[config.mk]
export PLATFORM = sky130hd
export DESIGN_NAME = linear_scan_priority_queue
export DESIGN_NICKNAME = d
export VERILOG_FILES = /design/src/hdl/lspq_pkg.sv /design/src/hdl/lspq_mem.sv /design/src/hdl/lspq_ctrl.sv /design/src/hdl/linear_scan_priority_queue.sv
export SDC_FILE = /design/constraint.sdc
export NUM_CORES = 2
export LEC_CHECK = 0
export BUFFER_PORTS_ARGS = -buffer_cell sky130_fd_sc_hd__buf_2
export CAP_MARGIN = 10
export CORE_MARGIN = 1
export CORE_UTILIZATION = 55
export DETAILED_ROUTE_END_ITERATION = 10
export HOLD_SLACK_MARGIN = 0.12
export MAX_ROUTING_LAYER = met4
export PLACE_DENSITY_LB_ADDON = 0.08
export SLEW_MARGIN = 0
export SYNTH_ARGS = -nofsm -noshare
export SYNTH_HDL_FRONTEND = slang
export SYNTH_SLANG_ARGS = --single-unit
[constraint.sdc]
create_clock -name clk -period 5.3 [get_ports clk]
set_input_delay 0.53 -clock clk [delete_from_list [all_inputs] [get_ports clk]]
set_output_delay 0.53 -clock clk [all_outputs]
set_load 0.1 [all_outputs]
[src/hdl/lspq_pkg.sv]
// lspq_pkg: shared codes and fixed widths for the linear scan priority queue.
// No dependencies; imported by lspq_ctrl, linear_scan_priority_queue, pq_result_checker and testbench.
`default_nettype none

package lspq_pkg;

	// Result status codes
	typedef enum logic [1:0] {
		ST_OK    = 2'd0,
		ST_FULL  = 2'd1,
		ST_EMPTY = 2'd2
	} status_t;

	localparam int STATUS_BITS     = 2;
	localparam int HELD_COUNT_BITS = 8;

	// Request type code
	localparam logic REQ_INSERT = 1'b0;

endpackage : lspq_pkg

`default_nettype wire

[src/hdl/lspq_mem.sv]
// lspq_mem: entry store, one write port and one read port, registered read data.
// No dependencies.
`default_nettype none

module lspq_mem #(
	parameter int DEPTH = 128,
	parameter int WIDTH = 12,
	localparam int ADDR_W = $clog2(DEPTH)
) (
	input  wire logic              clk,
	input  wire logic              wr_en,
	input  wire logic [ADDR_W-1:0] wr_addr,
	input  wire logic [WIDTH-1:0]  wr_data,
	input  wire logic              rd_en,
	input  wire logic [ADDR_W-1:0] rd_addr,
	output logic      [WIDTH-1:0]  rd_data
);

	logic [WIDTH-1:0] mem [DEPTH];

	always_ff @(posedge clk) begin
		if (wr_en) begin
			mem[wr_addr] <= wr_data;
		end
	end

	always_ff @(posedge clk) begin
		if (rd_en) begin
			rd_data <= mem[rd_addr];
		end
	end

endmodule : lspq_mem

`default_nettype wire

[src/hdl/lspq_ctrl.sv]
// lspq_ctrl: request sequencer; append on insert, scan/replace on remove.
// Depends on lspq_pkg; drives the ports of lspq_mem.
`default_nettype none

module lspq_ctrl import lspq_pkg::*; #(
	parameter int CAPACITY      = 128,
	parameter int PRIORITY_BITS = 4,
	parameter int TAG_BITS      = 8,
	localparam int IDX_W = $clog2(CAPACITY),
	localparam int CNT_W = $clog2(CAPACITY + 1),
	localparam int ENT_W = PRIORITY_BITS + TAG_BITS
) (
	input  wire logic                     clk,
	input  wire logic                     arst_n,
	// request side
	input  wire logic                     in_valid,
	output logic                          in_stall,
	input  wire logic                     req_type,
	input  wire logic [PRIORITY_BITS-1:0] entry_priority,
	input  wire logic [TAG_BITS-1:0]      entry_tag,
	// entry store
	output logic                          mem_wr_en,
	output logic      [IDX_W-1:0]         mem_wr_addr,
	output logic      [ENT_W-1:0]         mem_wr_data,
	output logic                          mem_rd_en,
	output logic      [IDX_W-1:0]         mem_rd_addr,
	input  wire logic [ENT_W-1:0]         mem_rd_data,
	// result side
	output logic                          res_valid,
	input  wire logic                     res_ready,
	output status_t                       res_status,
	output logic      [PRIORITY_BITS-1:0] res_priority,
	output logic      [TAG_BITS-1:0]      res_tag,
	output logic      [CNT_W-1:0]         res_count
);

	typedef enum logic [1:0] {
		IDLE,
		SCAN,
		FIX,
		REPORT
	} state_t;

	state_t                   state_q;
	logic [CNT_W-1:0]         count_q;
	logic [CNT_W-1:0]         issue_q;
	logic                     rd_valid_s1;
	logic [IDX_W-1:0]         rd_idx_s1;
	logic [PRIORITY_BITS-1:0] best_prio_q;
	logic [TAG_BITS-1:0]      best_tag_q;
	logic [IDX_W-1:0]         best_idx_q;
	logic [ENT_W-1:0]         last_q;

	logic                     in_take;
	logic                     is_insert;
	logic                     full;
	logic                     empty;
	logic [PRIORITY_BITS-1:0] rd_prio;
	logic [TAG_BITS-1:0]      rd_tag;
	logic [IDX_W-1:0]         last_idx;
	logic                     rd_is_last;
	logic                     take_new;

	assign in_take    = in_valid && (state_q == IDLE);
	assign in_stall   = (state_q != IDLE);
	assign is_insert  = (req_type == REQ_INSERT);
	assign full       = (count_q == CNT_W'(CAPACITY));
	assign empty      = (count_q == '0);
	assign rd_prio    = mem_rd_data[ENT_W-1:TAG_BITS];
	assign rd_tag     = mem_rd_data[TAG_BITS-1:0];
	assign last_idx   = IDX_W'(count_q - CNT_W'(1));
	assign rd_is_last = rd_valid_s1 && (rd_idx_s1 == last_idx);
	// first entry seeds the best; later ones need strictly higher priority
	assign take_new   = (rd_idx_s1 == '0) || (rd_prio > best_prio_q);

	assign res_valid  = (state_q == REPORT);
	assign res_count  = count_q;

	always_comb begin
		mem_rd_en   = (in_take && !is_insert && !empty) ||
		              ((state_q == SCAN) && (issue_q < count_q));
		mem_rd_addr = (state_q == IDLE) ? '0 : issue_q[IDX_W-1:0];
		mem_wr_en   = (in_take && is_insert && !full) || (state_q == FIX);
		if (state_q == FIX) begin
			mem_wr_addr = best_idx_q;
			mem_wr_data = last_q;
		end else begin
			mem_wr_addr = count_q[IDX_W-1:0];
			mem_wr_data = {entry_priority, entry_tag};
		end
	end

	always_ff @(posedge clk or negedge arst_n) begin
		if (!arst_n) begin
			state_q      <= IDLE;
			count_q      <= '0;
			issue_q      <= '0;
			rd_valid_s1  <= 1'b0;
			res_status   <= ST_OK;
			res_priority <= '0;
			res_tag      <= '0;
		end else begin
			rd_valid_s1 <= mem_rd_en;
			unique case (state_q)
				IDLE: begin
					if (in_take) begin
						res_priority <= '0;
						res_tag      <= '0;
						if (is_insert) begin
							res_status <= full ? ST_FULL : ST_OK;
							if (!full) begin
								count_q <= count_q + CNT_W'(1);
							end
							state_q <= REPORT;
						end else if (empty) begin
							res_status <= ST_EMPTY;
							state_q    <= REPORT;
						end else begin
							issue_q <= CNT_W'(1);
							state_q <= SCAN;
						end
					end
				end
				SCAN: begin
					if (mem_rd_en) begin
						issue_q <= issue_q + CNT_W'(1);
					end
					if (rd_is_last) begin
						state_q <= FIX;
					end
				end
				FIX: begin
					count_q      <= count_q - CNT_W'(1);
					res_status   <= ST_OK;
					res_priority <= best_prio_q;
					res_tag      <= best_tag_q;
					state_q      <= REPORT;
				end
				REPORT: begin
					if (res_ready) begin
						state_q <= IDLE;
					end
				end
				default: begin
					state_q <= IDLE;
				end
			endcase
		end
	end

	// scan datapath: running best and the last held entry
	always_ff @(posedge clk) begin
		rd_idx_s1 <= mem_rd_addr;
		if ((state_q == SCAN) && rd_valid_s1) begin
			if (take_new) begin
				best_prio_q <= rd_prio;
				best_tag_q  <= rd_tag;
				best_idx_q  <= rd_idx_s1;
			end
			if (rd_is_last) begin
				last_q <= mem_rd_data;
			end
		end
	end

`ifndef SYNTHESIS
	a_count_bound: assert property (@(posedge clk) disable iff (!arst_n)
		count_q <= CNT_W'(CAPACITY))
		else $error("entry count above capacity");

	a_rd_when_scanning: assert property (@(posedge clk) disable iff (!arst_n)
		mem_rd_en |-> ((state_q == SCAN) || ((state_q == IDLE) && in_take)))
		else $error("store read outside a scan");

	a_fix_in_range: assert property (@(posedge clk) disable iff (!arst_n)
		(state_q == FIX) |-> (!empty && (best_idx_q <= last_idx)))
		else $error("replacement slot outside held entries");

	a_remove_shrinks: assert property (@(posedge clk) disable iff (!arst_n)
		(state_q == FIX) |=> (count_q == $past(count_q) - CNT_W'(1)))
		else $error("remove did not shrink count");
`endif

endmodule : lspq_ctrl

`default_nettype wire

[src/hdl/linear_scan_priority_queue.sv]
// linear_scan_priority_queue: top level; sequencer, entry store and result register.
// Depends on lspq_pkg, lspq_mem and lspq_ctrl.
//
//  channel  | handshake            | payload
//  ---------+----------------------+-----------------------------------------------
//  request  | in_valid / in_stall  | req_type, entry_priority, entry_tag
//  result   | out_valid / out_stall| status, served_priority, served_tag, held_count
//
// Insert, full insert and empty remove need no scan and go straight to REPORT.
// Remove: the scan reads one held entry per cycle through the single read port
// of the store, then FIX writes the last entry into the freed slot.
// The result register lets a new request in while a result waits at out_stall.
// arst_n clears the count; store contents stay undefined and are never read
// beyond the count.
`default_nettype none

module linear_scan_priority_queue import lspq_pkg::*; #(
	parameter int CAPACITY      = 128,
	parameter int PRIORITY_BITS = 4,
	parameter int TAG_BITS      = 8
) (
	input  wire logic                       clk,
	input  wire logic                       arst_n,
	input  wire logic                       in_valid,
	output logic                            in_stall,
	input  wire logic                       req_type,
	input  wire logic [PRIORITY_BITS-1:0]   entry_priority,
	input  wire logic [TAG_BITS-1:0]        entry_tag,
	output logic                            out_valid,
	input  wire logic                       out_stall,
	output logic      [STATUS_BITS-1:0]     status,
	output logic      [PRIORITY_BITS-1:0]   served_priority,
	output logic      [TAG_BITS-1:0]        served_tag,
	output logic      [HELD_COUNT_BITS-1:0] held_count
);

	localparam int IDX_W = $clog2(CAPACITY);
	localparam int CNT_W = $clog2(CAPACITY + 1);
	localparam int ENT_W = PRIORITY_BITS + TAG_BITS;

	// store port wiring
	logic             mem_wr_en;
	logic [IDX_W-1:0] mem_wr_addr;
	logic [ENT_W-1:0] mem_wr_data;
	logic             mem_rd_en;
	logic [IDX_W-1:0] mem_rd_addr;
	logic [ENT_W-1:0] mem_rd_data;

	// sequencer result
	logic                     res_valid;
	logic                     res_ready;
	status_t                  res_status;
	logic [PRIORITY_BITS-1:0] res_priority;
	logic [TAG_BITS-1:0]      res_tag;
	logic [CNT_W-1:0]         res_count;

	// result register
	logic                       out_valid_q;
	status_t                    status_q;
	logic [PRIORITY_BITS-1:0]   served_priority_q;
	logic [TAG_BITS-1:0]        served_tag_q;
	logic [HELD_COUNT_BITS-1:0] held_count_q;

	lspq_mem #(
		.DEPTH (CAPACITY),
		.WIDTH (ENT_W)
	) u_mem (
		.clk     (clk),
		.wr_en   (mem_wr_en),
		.wr_addr (mem_wr_addr),
		.wr_data (mem_wr_data),
		.rd_en   (mem_rd_en),
		.rd_addr (mem_rd_addr),
		.rd_data (mem_rd_data)
	);

	lspq_ctrl #(
		.CAPACITY      (CAPACITY),
		.PRIORITY_BITS (PRIORITY_BITS),
		.TAG_BITS      (TAG_BITS)
	) u_ctrl (
		.clk            (clk),
		.arst_n         (arst_n),
		.in_valid       (in_valid),
		.in_stall       (in_stall),
		.req_type       (req_type),
		.entry_priority (entry_priority),
		.entry_tag      (entry_tag),
		.mem_wr_en      (mem_wr_en),
		.mem_wr_addr    (mem_wr_addr),
		.mem_wr_data    (mem_wr_data),
		.mem_rd_en      (mem_rd_en),
		.mem_rd_addr    (mem_rd_addr),
		.mem_rd_data    (mem_rd_data),
		.res_valid      (res_valid),
		.res_ready      (res_ready),
		.res_status     (res_status),
		.res_priority   (res_priority),
		.res_tag        (res_tag),
		.res_count      (res_count)
	);

	// slot free when empty or being drained this cycle
	assign res_ready = !out_valid_q || !out_stall;

	always_ff @(posedge clk or negedge arst_n) begin
		if (!arst_n) begin
			out_valid_q <= 1'b0;
		end else if (res_ready) begin
			out_valid_q <= res_valid;
		end
	end

	always_ff @(posedge clk) begin
		if (res_valid && res_ready) begin
			status_q          <= res_status;
			served_priority_q <= res_priority;
			served_tag_q      <= res_tag;
			// held count reports the low bits of the entry count
			held_count_q      <= HELD_COUNT_BITS'(res_count);
		end
	end

	assign out_valid       = out_valid_q;
	assign status          = status_q;
	assign served_priority = served_priority_q;
	assign served_tag      = served_tag_q;
	assign held_count      = held_count_q;

endmodule : linear_scan_priority_queue

`default_nettype wire

==> out/summary.txt <==
initial core utilization -> 0.558
Bufs and invs on worst path -> 3
Post-DP Area -> 67700 sq um
wire per inst -> 30.9 microns
CP delay by family, top -> buffers and inverters
area growth from synthesis to layout -> 12.3%
Max-slew headroom -> 0.188
first-pass GRT wire length -> 252000 microns
crit path time final -> 4.59 ns
largest area contributor in the netlist -> edfxtp_1
antenna-violating nets left -> 0
total CTS buffers -> 165
vias in the first global route -> 35700
Synth async-reset ratio -> 0.0207
max-slew violation count -> 0
Syn Inst Count -> 3873
share of cells above drive strength 1 -> 0.161
GR Util met3 -> 0.0473
Setup-failing EPs final -> 0
Layout Nets -> 4056
DRC errors left -> 0
total setup buffers inserted after CTS -> 0
Placement Rows -> 125
GRT Overall Usage -> 0.300
Worst IR Drop VDD -> 559 uV
most used cell, CP -> buf_4
critical path class -> reg -> reg
largest cells by area after synthesis -> edfxtp_1, mux2i_1, mux2_2
Peak Freq -> 218 MHz
worst slack at placement -> 0.849 ns
gr busiest metal -> met1
PortBufs -> 40
crit path capture type -> flop
Hold Slack -> 0.198 ns
drt pass-1 iters -> 7
Worst-Skew Late Latency -> 0.78 ns
core area -> 117000 sq um
fin crit share -> 0.867
worst setup slack after layout -> 0.707 ns
RSZ-0062 raised after global routing -> no
status -> complete, no violations
Post-DP HPWL -> 106000 microns
Worst Tran Pin Value -> 1.22 ns
initial DRC count -> 4914
Main synth FF type -> edfxtp_1
Critical Path, Cell by Cell -> inv_1 -> ha_2 -> buf_4 -> nand2b_4 -> buf_4 -> o221ai_1 -> o211ai_1 -> a32oi_1 -> and3_1
Post-synth EDFFs -> 1601
I/O pins -> 41
Synth Register Bits -> 1642
CTS sink count -> 1642
Filler cells -> 8288
synth warn -> 0
Post-CTS Resized -> 0
vias per cell -> 6.53
count of different cell masters after synthesis -> 68
die width -> 346 microns
die footprint -> 120000 sq um
Worst Clk Skew -> 0.0249 ns
most frequent cell after synthesis -> edfxtp_1
Final TNS setup -> 0 ns
Worst EP required -> 5.82 ns
hold_buf cts -> 4
Max clock buf depth -> 3
critical path arrival -> 5.12 ns
Mapped Avg Cell Area -> 16.8 sq um
WL final -> 175000 microns
Max-Cap Viols -> 0
GR Overflow Total -> 0
design area -> 73100 sq um
final hold viol count -> 0
final core occ -> 0.626
CTS tree -> built
Post-synth top cells -> edfxtp_1, mux2i_1, nor2_1
Vias -> 37100
met2 Track Usage GR -> 0.440
CP startpoint kind -> flop
Yosys top cell area share -> 0.739
Clock Pin Slew Worst Setup and Hold Paths -> 0.06 ns
Seq/Total Area, Yosys -> 0.754
Leak -> 25.5 nW
grt met1 use -> 0.440
crit-path max cell delay -> 0.92 ns
slowest stage cell, crit path -> buf_4
routability cong. -> 0.911
Mapped Nets -> 3908
Synth Cell Area -> 65100 sq um
largest net degree at the start of global routing -> 129
power density over the cells -> 541 nW/um^2
antenna violations before repair -> 4
worst-path fanout max -> 96
CTS H-tree depth -> 4
Root Buffer -> clkbuf_16
Hold WC Path Type -> in -> reg
Die H -> 346 microns
kinds of logic after synthesis:
kind of cell / synth area share
and+or+nand+nor: 0.0331
adders and majority gates: 0.00346
AOI/OAI and AO/OA: 0.0961
muxes: 0.0885
buffers and inverters: 0.0227
xor gates and xnor gates: 0.00215
DFF: 0.754
cells in the final DEF, fill, tap and decap left out, drive strengths merged, types with 8 or more instances in the layout:
cell	instances
xnor2	12
o32ai	8
bufinv	18
a22oi	24
o211ai	25
a22o	35
nand3	42
a21oi	123
ha	18
a221oi	24
a2111oi	24
nor2	246
inv	34
o22ai	157
a32oi	13
mux2	136
dfrtp	34
o21ai	132
mux2i	422
nand2	48
buf	242
o21a	25
edfxtp	1601
or3b	26
clkinv	61
and3	17
nand2b	8
o21bai	13
clkbuf	206
a2bb2oi	23
o221ai	121
a211oi	125
nor2b	43
worst register-to-register path, cell delays in order (launching register included):
cell and delay [ns]:
dfrtp_1 0.40, inv_1 0.13, ha_2 0.44, buf_4 0.55, nand2b_4 0.32, buf_4 0.92
o221ai_1 0.50, o211ai_1 0.62, a32oi_1 0.21, and3_1 0.27
sequential cells by signal, indices dropped and copies added (netlist names):
signal,count
held_count,8
out_valid,1
served_priority,4
served_tag,8
status,2
u_ctrl.best_idx_q,7
u_ctrl.best_prio_q,4
u_ctrl.best_tag_q,8
u_ctrl.issue_q,8
u_ctrl.last_q,12
u_ctrl.rd_idx_s1,7
u_ctrl.rd_valid_s1,1
u_ctrl.res_count,8
u_ctrl.res_priority,4
u_ctrl.res_status,2
u_ctrl.res_tag,8
u_ctrl.state_q,2
u_mem.mem,1536
u_mem.rd_data,12
layer usage:
| layer | share of wire | wire (microns) |
|---|---|---|
| met2 | 0.46 | 80200 |
| met5 | 0 | 0 |
| met1 | 0.44 | 76400 |
| met3 | 0.083 | 14500 |
| met4 | 0.024 | 4210 |
cell type report:
type	instances	area [sq um]	area share
Sequential cell	1642	49100	0.671
Antenna cell	2	5.00	0.0000685
Clock buffer	206	4420	0.0604
Clock inverter	90	938	0.0128
Multi-Input combinational cell	1940	14700	0.200
Tap cell	1524	1910	0.0261
Timing Repair Buffer	246	2000	0.0273
Inverter	26	98.8	0.00135
stage by stage:
stage | power [mW] | instances
after detailed placement | 28.1 | 5372
after global routing | 40.7 | 5675
after CTS | 39.5 | 5672
after global placement | 27.9 | 5372
final | 39.6 | 5676
after floorplan | 23.4 | 3873
power breakdown:
| group | switching (mW) | internal [mW] | total [mW] |
|---|---|---|---|
| Clock | 4.82 | 6.77 | 11.6 |
| Sequential | 0.480 | 15.9 | 16.3 |
| Combinational | 8.34 | 3.29 | 11.6 |
| Total | 13.6 | 25.9 | 39.6 |
path summary, 6_finish.rpt:
check / endpoint / from / cells after the start / slack [ns]
setup / recovery: u_mem.rd_data[4]$_DFFE_PP_ / u_ctrl.state_q[0]$_DFFE_PN0P_ / 9 / 0.71
hold / removal: u_ctrl.res_status[1]$_DFFE_PN0P_ / in_valid / 3 / 0.20
setup reg to reg: u_mem.rd_data[4]$_DFFE_PP_ / u_ctrl.state_q[0]$_DFFE_PN0P_ / 9 / 0.71
hold reg to reg: served_priority[2]$_DFFE_PP_ / u_ctrl.res_priority[2]$_DFFE_PN0P_ / 0 / 0.46
max in group asynchronous: u_ctrl.issue_q[0]$_DFFE_PN0P_ / arst_n / 2 / 4.30
min in group asynchronous: u_ctrl.issue_q[6]$_DFFE_PN0P_ / arst_n / 2 / 0.40
Note: power is estimated with default switching activity, not from simulation.
